## src/hdl/tlbpt_pkg.sv

```systemverilog
// ----------------------------------------------------------------------------
// tlbpt_pkg - shared types and constants for the TLB page table translator
// Sizes of the TLB and page table, field widths, and the page-to-index table.
// ----------------------------------------------------------------------------
package tlbpt_pkg;

    // Field widths
    localparam int PAGE_W   = 8;
    localparam int OFFSET_W = 8;
    localparam int FRAME_W  = 8;
    localparam int ADDR_W   = PAGE_W + OFFSET_W;

    // TLB geometry
    localparam int TLB_ENTRIES = 16;
    localparam int TLB_PTR_W   = $clog2(TLB_ENTRIES);

    // Page table geometry: only 2^PAGE_W distinct pages can ever reach it
    localparam int PAGES       = 256;
    localparam int PAGE_SPAN   = 1 << PAGE_W;
    localparam int TABLE_DEPTH = (PAGES < PAGE_SPAN) ? PAGES : PAGE_SPAN;
    localparam int TABLE_IDX_W = $clog2(TABLE_DEPTH);

    typedef logic [PAGE_W-1:0]      page_t;
    typedef logic [OFFSET_W-1:0]    offset_t;
    typedef logic [FRAME_W-1:0]     frame_t;
    typedef logic [TLB_PTR_W-1:0]   tlb_ptr_t;
    typedef logic [TABLE_IDX_W-1:0] table_idx_t;

    typedef table_idx_t page_lut_t [PAGE_SPAN];

    // Result of the associative TLB match
    typedef struct packed {
        logic   hit;
        frame_t frame;
    } tlb_lookup_t;

    // TLB fill request
    typedef struct packed {
        logic   en;
        page_t  page;
        frame_t frame;
    } tlb_insert_t;

    // Page table write request
    typedef struct packed {
        logic       en;
        table_idx_t idx;
        frame_t     frame;
    } table_write_t;

    // Page number to table index (page modulo PAGES), built at elaboration
    function automatic page_lut_t build_page_lut();
        page_lut_t lut;
        for (int i = 0; i < PAGE_SPAN; i++)
        begin
            lut[i] = table_idx_t'(i % TABLE_DEPTH);
        end
        return lut;
    endfunction

    localparam page_lut_t PAGE_LUT = build_page_lut();

endpackage

```

## src/hdl/tlb_page_table_translator.sv

```systemverilog
// ----------------------------------------------------------------------------
// tlb_page_table_translator - virtual to physical address translation
// TLB lookup, page table walk on a miss and demand frame allocation on a fault.
// ----------------------------------------------------------------------------
// Usage:
//   s_axis carries one virtual address per request (page in 15..8, offset in
//   7..0). m_axis returns one result per request, in order: the physical
//   address in tdata and the hit and fault flags in tuser.
//   The input stage captures the address and starts the page table read,
//   and the result register is then loaded from it. One request is taken in
//   every cycle while the receiver keeps up; the rate is set by the single
//   page table read port, which is read once per request.
//   A TLB miss fills the slot under the FIFO pointer; a page fault hands out
//   the next free frame (wrapping after 256) and maps the page.
//   Reset clears the TLB, the page table mapped flags, the FIFO pointer and
//   the free frame counter; no clearing pass is needed.
//   When the receiver stalls the result register holds, the internal stage
//   holds behind it and s_axis_tready drops until the result is taken.
// ----------------------------------------------------------------------------
module tlb_page_table_translator
(
    input  logic        clk,
    input  logic        rst_n,
    input  logic        s_axis_tvalid,
    output logic        s_axis_tready,
    input  logic [15:0] s_axis_tdata,   // [15:0] virtual_address
    output logic        m_axis_tvalid,
    input  logic        m_axis_tready,
    output logic [15:0] m_axis_tdata,   // [15:0] physical_address
    output logic [1:0]  m_axis_tuser    // [0] tlb_hit, [1] page_fault
);

    logic in_fire;
    logic s1_advance;

    logic                   s1_valid_reg;
    tlbpt_pkg::page_t       s1_page_reg;
    tlbpt_pkg::offset_t     s1_offset_reg;
    tlbpt_pkg::table_idx_t  s1_idx_reg;
    tlbpt_pkg::table_idx_t  in_idx;
    tlbpt_pkg::page_t       in_page;

    tlbpt_pkg::frame_t      free_frame_reg;
    tlbpt_pkg::frame_t      free_frame_next;

    tlbpt_pkg::tlb_lookup_t lookup;
    tlbpt_pkg::tlb_insert_t insert;
    tlbpt_pkg::table_write_t tbl_wr;
    tlbpt_pkg::frame_t      tbl_frame;
    logic                   tbl_mapped;

    logic                   hit;
    logic                   fault;
    tlbpt_pkg::frame_t      frame;

    logic                   out_valid_reg;
    logic [15:0]            out_data_reg;
    logic [1:0]             out_user_reg;

    // Handshake
    assign s1_advance    = !out_valid_reg || m_axis_tready;
    assign s_axis_tready = !s1_valid_reg || s1_advance;
    assign in_fire       = s_axis_tvalid && s_axis_tready;

    assign in_page = s_axis_tdata[15:8];
    assign in_idx  = tlbpt_pkg::PAGE_LUT[in_page];

    // Input stage
    always_ff @(posedge clk or negedge rst_n)
    begin
        if (!rst_n)
        begin
            s1_valid_reg <= 1'b0;
        end
        else if (s_axis_tready)
        begin
            s1_valid_reg <= s_axis_tvalid;
        end
    end

    always_ff @(posedge clk)
    begin
        if (in_fire)
        begin
            s1_page_reg   <= in_page;
            s1_offset_reg <= s_axis_tdata[7:0];
            s1_idx_reg    <= in_idx;
        end
    end

    tlbpt_cam u_cam
    (
        .clk         (clk),
        .rst_n       (rst_n),
        .lookup_page (s1_page_reg),
        .lookup      (lookup),
        .insert      (insert)
    );

    tlbpt_table u_table
    (
        .clk       (clk),
        .rst_n     (rst_n),
        .rd_en     (in_fire),
        .rd_idx    (in_idx),
        .rd_frame  (tbl_frame),
        .chk_idx   (s1_idx_reg),
        .chk_valid (tbl_mapped),
        .wr        (tbl_wr)
    );

    // Translate: TLB, then page table, then allocate
    always_comb
    begin
        hit   = lookup.hit;
        fault = !lookup.hit && !tbl_mapped;
        priority if (lookup.hit)
        begin
            frame = lookup.frame;
        end
        else if (tbl_mapped)
        begin
            frame = tbl_frame;
        end
        else
        begin
            frame = free_frame_reg;
        end
    end

    // State updates on commit
    always_comb
    begin
        insert.en    = s1_valid_reg && s1_advance && !hit;
        insert.page  = s1_page_reg;
        insert.frame = frame;

        tbl_wr.en    = s1_valid_reg && s1_advance && fault;
        tbl_wr.idx   = s1_idx_reg;
        tbl_wr.frame = free_frame_reg;

        free_frame_next = tbl_wr.en ? free_frame_reg + 1'b1 : free_frame_reg;
    end

    always_ff @(posedge clk or negedge rst_n)
    begin
        if (!rst_n)
        begin
            free_frame_reg <= '0;
        end
        else
        begin
            free_frame_reg <= free_frame_next;
        end
    end

    // Result register
    always_ff @(posedge clk or negedge rst_n)
    begin
        if (!rst_n)
        begin
            out_valid_reg <= 1'b0;
        end
        else if (s1_advance)
        begin
            out_valid_reg <= s1_valid_reg;
        end
    end

    always_ff @(posedge clk)
    begin
        if (s1_advance && s1_valid_reg)
        begin
            out_data_reg <= {frame, s1_offset_reg};
            out_user_reg <= {fault, hit};
        end
    end

    assign m_axis_tvalid = out_valid_reg;
    assign m_axis_tdata  = out_data_reg;
    assign m_axis_tuser  = out_user_reg;

`ifndef ASSERT_OFF
    // Hit and fault exclude each other
    a_hit_xor_fault: assert property (@(posedge clk) disable iff (!rst_n)
        out_valid_reg |-> !(out_user_reg[0] && out_user_reg[1]))
        else $error("result flags both a TLB hit and a page fault");

    // Free frame counter moves exactly on a fault commit
    a_free_frame: assert property (@(posedge clk) disable iff (!rst_n)
        (s1_valid_reg && s1_advance && fault) |=>
            (free_frame_reg == $past(free_frame_reg) + 1'b1))
        else $error("free frame counter did not advance on a fault");

    // A stalled request holds in the input stage
    a_stage_hold: assert property (@(posedge clk) disable iff (!rst_n)
        (s1_valid_reg && !s1_advance) |=> (s1_valid_reg && $stable(s1_page_reg)))
        else $error("input stage lost a stalled request");

    // A fault commit is reported as a page fault
    a_fault_reported: assert property (@(posedge clk) disable iff (!rst_n)
        (s1_valid_reg && s1_advance && fault) |=> (out_valid_reg && out_user_reg[1]))
        else $error("page fault not reported");
`endif

endmodule

```

## src/hdl/tlbpt_cam.sv

```systemverilog
// ----------------------------------------------------------------------------
// tlbpt_cam - fully associative TLB with FIFO replacement
// Parallel match of one page against every valid slot; fills go to the slot
// under the FIFO pointer, which then moves on modulo the slot count.
// ----------------------------------------------------------------------------
module tlbpt_cam
(
    input  logic                   clk,
    input  logic                   rst_n,
    input  tlbpt_pkg::page_t       lookup_page,
    output tlbpt_pkg::tlb_lookup_t lookup,
    input  tlbpt_pkg::tlb_insert_t insert
);

    localparam tlbpt_pkg::tlb_ptr_t LAST_SLOT =
        tlbpt_pkg::TLB_PTR_W'(tlbpt_pkg::TLB_ENTRIES - 1);

    tlbpt_pkg::page_t  page_reg  [tlbpt_pkg::TLB_ENTRIES];
    tlbpt_pkg::frame_t frame_reg [tlbpt_pkg::TLB_ENTRIES];
    logic [tlbpt_pkg::TLB_ENTRIES-1:0] valid_reg;
    logic [tlbpt_pkg::TLB_ENTRIES-1:0] valid_next;
    tlbpt_pkg::tlb_ptr_t ptr_reg;
    tlbpt_pkg::tlb_ptr_t ptr_next;

    // Match: lowest matching slot wins (duplicates do not arise anyway)
    always_comb
    begin
        lookup.hit   = 1'b0;
        lookup.frame = '0;
        for (int i = tlbpt_pkg::TLB_ENTRIES - 1; i >= 0; i--)
        begin
            if (valid_reg[i] && (page_reg[i] == lookup_page))
            begin
                lookup.hit   = 1'b1;
                lookup.frame = frame_reg[i];
            end
        end
    end

    // FIFO pointer and valid bits
    always_comb
    begin
        valid_next = valid_reg;
        ptr_next   = ptr_reg;
        if (insert.en)
        begin
            valid_next[ptr_reg] = 1'b1;
            ptr_next = (ptr_reg == LAST_SLOT) ? '0 : ptr_reg + 1'b1;
        end
    end

    always_ff @(posedge clk or negedge rst_n)
    begin
        if (!rst_n)
        begin
            valid_reg <= '0;
            ptr_reg   <= '0;
        end
        else
        begin
            valid_reg <= valid_next;
            ptr_reg   <= ptr_next;
        end
    end

    // Slot payload
    always_ff @(posedge clk)
    begin
        if (insert.en)
        begin
            page_reg[ptr_reg]  <= insert.page;
            frame_reg[ptr_reg] <= insert.frame;
        end
    end

`ifndef ASSERT_OFF
    // A fill always lands in a slot that is then valid
    a_fill_sets_valid: assert property (@(posedge clk) disable iff (!rst_n)
        insert.en |=> valid_reg[$past(ptr_reg)])
        else $error("TLB fill did not set the slot valid");

    // Pointer only moves on a fill
    a_ptr_moves_on_fill: assert property (@(posedge clk) disable iff (!rst_n)
        !insert.en |=> $stable(ptr_reg))
        else $error("TLB FIFO pointer moved without a fill");

    // Valid bits never clear once set
    a_valid_sticky: assert property (@(posedge clk) disable iff (!rst_n)
        1'b1 |=> ((valid_reg & $past(valid_reg)) == $past(valid_reg)))
        else $error("TLB valid bit cleared");
`endif

endmodule

```

## src/hdl/tlbpt_table.sv

```systemverilog
// ----------------------------------------------------------------------------
// tlbpt_table - directly indexed page table
// Frame memory with a registered read port and a write port, forwarding of a
// same-cycle write to the read, and one valid flop per entry.
// ----------------------------------------------------------------------------
module tlbpt_table
(
    input  logic                    clk,
    input  logic                    rst_n,
    input  logic                    rd_en,
    input  tlbpt_pkg::table_idx_t   rd_idx,
    output tlbpt_pkg::frame_t       rd_frame,
    input  tlbpt_pkg::table_idx_t   chk_idx,
    output logic                    chk_valid,
    input  tlbpt_pkg::table_write_t wr
);

    tlbpt_pkg::frame_t mem [tlbpt_pkg::TABLE_DEPTH];
    tlbpt_pkg::frame_t rd_data_reg;
    tlbpt_pkg::frame_t fwd_data_reg;
    logic              fwd_reg;
    logic [tlbpt_pkg::TABLE_DEPTH-1:0] valid_reg;

    // Memory write
    always_ff @(posedge clk)
    begin
        if (wr.en)
        begin
            mem[wr.idx] <= wr.frame;
        end
    end

    // Registered read, with the colliding write captured alongside
    always_ff @(posedge clk)
    begin
        if (rd_en)
        begin
            rd_data_reg  <= mem[rd_idx];
            fwd_data_reg <= wr.frame;
        end
    end

    always_ff @(posedge clk or negedge rst_n)
    begin
        if (!rst_n)
        begin
            fwd_reg <= 1'b0;
        end
        else if (rd_en)
        begin
            fwd_reg <= wr.en && (wr.idx == rd_idx);
        end
    end

    assign rd_frame = fwd_reg ? fwd_data_reg : rd_data_reg;

    // Mapped flags
    always_ff @(posedge clk or negedge rst_n)
    begin
        if (!rst_n)
        begin
            valid_reg <= '0;
        end
        else if (wr.en)
        begin
            valid_reg[wr.idx] <= 1'b1;
        end
    end

    assign chk_valid = valid_reg[chk_idx];

`ifndef ASSERT_OFF
    // A write leaves its entry mapped
    a_write_maps: assert property (@(posedge clk) disable iff (!rst_n)
        wr.en |=> valid_reg[$past(wr.idx)])
        else $error("page table write did not map the entry");

    // Forwarded read returns the frame just written
    a_forward: assert property (@(posedge clk) disable iff (!rst_n)
        (rd_en && wr.en && (wr.idx == rd_idx)) |=> (rd_frame == $past(wr.frame)))
        else $error("page table forwarding lost a write");

    // Read data holds while no read is issued
    a_idle_hold: assert property (@(posedge clk) disable iff (!rst_n)
        !rd_en |=> ((rd_data_reg === $past(rd_data_reg)) && $stable(fwd_reg)))
        else $error("page table read data changed without a read");
`endif

endmodule
```

## config.mk

```make
export PLATFORM = sky130hd
export DESIGN_NAME = tlb_page_table_translator
export DESIGN_NICKNAME = d
export VERILOG_FILES = /design/src/hdl/tlbpt_pkg.sv /design/src/hdl/tlb_page_table_translator.sv /design/src/hdl/tlbpt_cam.sv /design/src/hdl/tlbpt_table.sv
export SDC_FILE = /design/constraint.sdc
export NUM_CORES = 2
export LEC_CHECK = 0
export BUFFER_PORTS_ARGS = -buffer_cell sky130_fd_sc_hd__buf_2
export CAP_MARGIN = 30
export CORE_MARGIN = 3
export CORE_UTILIZATION = 45
export DETAILED_ROUTE_END_ITERATION = 10
export PLACE_DENSITY = 0.59
export SYNTH_ARGS = -nofsm -noshare
export SYNTH_HDL_FRONTEND = slang
export SYNTH_HIERARCHICAL = 1
export SYNTH_SLANG_ARGS = --single-unit
```

## constraint.sdc

```tcl
create_clock -name clk -period 6.4 [get_ports clk]
set_input_delay 1.28 -clock clk [delete_from_list [all_inputs] [get_ports clk]]
set_output_delay 1.28 -clock clk [all_outputs]
set_load 0.005 [all_outputs]
```

-- Word-level counts from Yosys, hierarchy flattened
Memories as Yosys holds them, arrays and structs flattened. A register that Yosys moved wholly into a read port is not among the register bits.
Index checks and enable logic that the tools add are counted.
- flip-flop bits (word level): 337
- bits in read-only memories: 2048
- memories kept: 4
- word-level logic and storage cells: 107
- RAM bits: 2304
- multiplexer cells: 32
- equality and inequality tests: 18
- add/subtract/negate cells: 2
- magnitude comparators: 5
- bitwise logic cells: 3
- reductions and logical operators: 30
- memories (memory ; depth ; bits a word ; read ports ; clocked after memory_dff ; wr ports ; RTL line ; text):
    (name not given) ; 256 ; 8 ; 1 ; 0 ; 0 ; tlb_page_table_translator.sv:66 ; assign in_idx = tlbpt_pkg::PAGE_LUT[in_page];
    u_table.mem ; 256 ; 8 ; 1 ; 1 ; 1 ; tlbpt_table.sv:18 ; tlbpt_pkg::frame_t mem [tlbpt_pkg::TABLE_DEPTH];
    u_cam.frame_reg ; 16 ; 8 ; 16 ; 0 ; 1 ; tlbpt_cam.sv:19 ; tlbpt_pkg::frame_t frame_reg [tlbpt_pkg::TLB_ENTRIES];
    u_cam.page_reg ; 16 ; 8 ; 16 ; 0 ; 1 ; tlbpt_cam.sv:18 ; tlbpt_pkg::page_t page_reg [tlbpt_pkg::TLB_ENTRIES];
- operator list (operator ; count):
    256-bit bitwise OR ; 1
    9-bit 2-to-1 mux ; 16
    8-bit == test ; 17
    8-bit 2-to-1 mux ; 5
    1-bit logical AND ; 24
    16-bit bitwise OR ; 1
    9-bit >= comparator, second input constant ; 1
    8-bit by 9-bit less-than comparator with 1-bit output, second input constant ; 1
    8-bit inverter with 9-bit output ; 1
    8-bit by 1-bit adder with 8-bit output, second input constant ; 1
    1-bit binary-select mux with 8-bit select ; 1
    1-bit demux with 8-bit select ; 1
    8-bit by 1-bit >= comparator with 1-bit output, second input constant ; 1
    1-bit 2-to-1 mux ; 7
    4-bit by 5-bit less-than comparator with 1-bit output, second input constant ; 1
    4-bit by 1-bit adder with 4-bit output, second input constant ; 1
    1-bit demux with 4-bit select ; 1
    4-bit == test, second input constant ; 1
    4-bit by 1-bit >= comparator with 1-bit output, second input constant ; 1
    1-bit logical NOT ; 4
    4-bit 2-to-1 mux ; 1
    1-bit logical OR ; 2

-- Logic depth before layout (Yosys ltp)
- word-level depth: 23
- mapped depth: 19
- gate-level depth less buffers: 11

-- Modules after synthesis
The synthesis kept the hierarchy.
- by module, submodules not included (module ; area each (um^2) ; sequential area each (um^2) ; instances ; cells an instance):
    tlbpt_table ; 90519.3 ; 68410.6 ; 1 ; 4521
    tlbpt_cam ; 11584.9 ; 8187.9 ; 1 ; 778
    tlb_page_table_translator ; 1659.1 ; 1271.2 ; 1 ; 99

-- Least setup slack after synthesis
No wires, ideal clock.
- path kind: register to register
- start: register s1_page_reg[0]
- end: memory u_table/mem[207][0] (netlist bit) (enable)
- setup time: 373 ps
- data required time: 6027 ps
- path slack: 1622 ps
- arrival: 4405 ps
- stages on the path, launching flop included: 15
- clock period less this slack: 4778 ps
- path through: edfxtp_1 > buf_6 > buf_12 > mux4_1 > mux2_2 > a2111oi_2 > a2111oi_1 > a2111oi_1 > a41oi_1 > buf_6 > nor4b_4 > clkbuf_1 > nand4_1 > clkbuf_1 > nor2_1
- RTL lines (what ; RTL line ; text):
    from (decl) ; tlb_page_table_translator.sv:37 ; tlbpt_pkg::page_t s1_page_reg;
    from (signal assigned) ; tlb_page_table_translator.sv:85 ; s1_page_reg <= in_page;
    to (decl) ; tlbpt_table.sv:18 ;

==> flow_metrics.py <==
metrics = {
    "clock_tree": {
        "cts.path.max_buffers": 4,
        "cts_root_buf": "clkbuf_16",
        "cts_sinks": 2641,
        "h-tree-depth": 5,
        "hold_buffers": 0,
        "clock_latency_ps": 920,
        "cts_made_buffers": 293,
        "cts_setup_buffers": 0,
        "cts_resized": 0,
        "clk_pin_slew_ps": 60,
        "tritoncts": "done",
    },
    "flow_run": {
        "drv_cap": 0,
    },
    "hold_path": {
        "holdCritStartpoint": "s1_offset_reg[0]",
        "min_path_type": "flop to flop",
        "hold_end": "m_axis_tdata[0]",
        "hold_depth": 0,
    },
    "logic_synthesis": {
        "synth_cells": 5398,
        "synth-seq-cells": 2641,
        "synthesis.nets": 5423,
        "ys_types": 74,
        "yosys_warnings": 6,
        "synth_flop_cell": "edfxtp_1",
        "seq_area_frac_synth_pct": 75.0,
        "syn_area_per_cell_um2": 19.2,
        "synth_edf_count": 2354,
        "synth_area_mm2": 0.104,
        "synthArstFlopShare_pct": 10.9,
    },
    "route": {
        "ant_nets": 0,
        "via_per_inst": 5.95,
        "drt_iter0_drc": 5897,
        "drc_errors": 0,
        "totalWireLength_mm": 279,
        "firstDrtPassIters": 9,
        "wl_per_cell_um": 30.5,
        "via_count": 54417,
    },
    "global_route": {
        "overflow": 0,
        "grt_antenna_before_repair": 8,
        "grt_max_degree": 197,
        "grt_pass1_vias": 54253,
        "grt_pass1_wl_mm": 401,
        "track_usage_pct": 23.5,
    },
    "setup_path": {
        "start_kind": "flop",
        "worstSetupPathType": "flop to flop",
        "regToRegStartpoint": "s1_page_reg[1]",
        "cp_max_fo": 28,
        "r2r_setup_slack_ps": 520,
        "r2r-end": "u_table/mem[91][5]",
        "arrival_ps": 6400,
        "endpoint_kind": "flop",
        "worstPathRequired_ps": 6920,
        "ff2ff_path_depth": 12,
    },
    "sta": {
        "fin_tns_setup_ps": 0,
        "worstMarginPinSlew_ps": 1160,
        "relSlewSlack_pct": 22.4,
        "clock_skew_ps": 65.8,
        "rsz0062_at_grt": "false",
        "hold_violations": 0,
        "slew_viol_final": 0,
        "min_period_ps": 5880,
        "hold_slack_ps": 422,
        "fin_crit_sh_pct": 91.9,
        "setup_viol": 0,
        "fmax_ghz": 0.170,
    },
    "place": {
        "io_buffers": 39,
        "gp_congestion": 0.894,
        "hpwl_mm": 176,
        "post_dp_cell_area_mm2": 0.110,
    },
    "cells_and_area": {
        "layout_commonest_cell": "edfxtp_1",
        "drive_gt1_share_pct": 28.4,
        "syn2layout_area_growth_pct": 15.1,
        "largest_reg_flops": 2048,
        "final_area_mm2": 0.119,
        "nets": 5934,
        "layout_common_cells": "2,354 x edfxtp_1, 459 x mux4_2, 421 x buf_4, 326 x mux2i_1, 305 x nor2_1",
    },
    "pwr": {
        "power_leakage_nw": 41.9,
        "power_mw": 40.4,
        "power_density_mw_per_mm2": 338,
        "peakVddDrop_mv": 0.330,
    },
    "outcome": {
        "status": "finished clean",
    },
    "die": {
        "ios": 40,
        "die_area_mm2": 0.236,
        "die_x_um": 486,
        "row_count": 175,
        "core_area_mm2": 0.228,
        "initial_core_util_pct": 45.4,
        "fp.dieH_um": 486,
    },
}
how the worst max path moves through the flow:
stage	slack, ps	start	depth (start not counted)	to
floorplan	1620	s1_page_reg[0]	14	u_table/mem[207][0]
global placement	460	s1_page_reg[0]	12	u_table/mem[198][2]
detailed placement	380	s1_page_reg[1]	12	u_table/mem[198][2]
CTS	410	s1_page_reg[1]	12	u_table/mem[193][3]
global route	500	s1_page_reg[1]	12	u_table/mem[245][4]
finish	520	s1_page_reg[1]	12	u_table/mem[91][5]
area by class of cell:
class                           instances  area [µm²]
Inverter                               43         165
Timing Repair Buffer                  514        4430
Clock buffer                          385        7990
Tap cell                             3009        3760
Sequential cell                      2641       77900
Multi-Input combinational cell       2416       24000
Fill cell                           17998      109000
Clock inverter                        127        1170
Antenna cell                            5        12.5
synthesized netlist by cell type (30+ instances only):
cell	instances	share of area, %
inv_1	43	0.16
xnor2_1	114	0.96
or2_2	276	1.7
o21ai_0	43	0.21
nor3_1	71	0.34
nor4_1	39	0.24
buf_6	56	0.61
dfrtp_1	287	6.9
o221ai_1	120	1.0
mux4_2	459	10
mux2_2	30	0.33
clkbuf_1	136	0.49
mux2i_1	326	3.1
o22ai_1	84	0.51
nand3_1	54	0.26
edfxtp_1	2354	68
a221oi_1	30	0.25
a22oi_1	30	0.22
a21oi_1	95	0.46
nor2_1	305	1.1
buf_2	54	0.26
nand2_1	99	0.36
logic make-up after synthesis:
| family | synth area share [%] |
|---|---|
| and+or+nand+nor | 4.75 |
| buffers and inverters | 1.85 |
| adders and majority gates | 0.0603 |
| muxes | 13.8 |
| DFF | 75.0 |
| AOI/OAI and AO/OA | 3.29 |
| xor gates and xnor gates | 1.24 |
worst max-delay path, stage by stage, from the launching register on:
cell       delay (ps)
edfxtp_1          730
buf_4             460
mux4_2            380
mux4_2            480
mux2i_1           300
o22ai_1           210
a2111oi_1         920
a41oi_2           210
nor4b_4           390
buf_12            240
nand4_1           160
buf_4             270
nor2_1            690
power breakdown:
| group | switching [mW] | internal (mW) |
|---|---|---|
| Combinational | 2.41 | 0.899 |
| Sequential | 0.498 | 20.4 |
| Clock | 6.57 | 9.58 |
| Total | 9.48 | 30.9 |
per-stage QoR:
| step | setup slack, ps | util, % | instances |
|---|---|---|---|
| floorplan | 1620 | - | 5398 |
| global placement | 456 | 48.2 | 8606 |
| detailed placement | 377 | 48.3 | 8618 |
| CTS | 409 | 52.3 | 9130 |
| global route | 504 | 52.3 | 9137 |
| finish | 520 | 52.3 | 9140 |
per-layer routing:
metal	global-route usage [%]	up-vias	wire [µm]
met5	0	-	0
met4	7.30	0	9090
met3	5.15	491	23000
met2	37.0	2353	132000
met1	33.0	28840	115000
li1	-	22733	-
No activity file was read; power rests on OpenSTA's default activity.
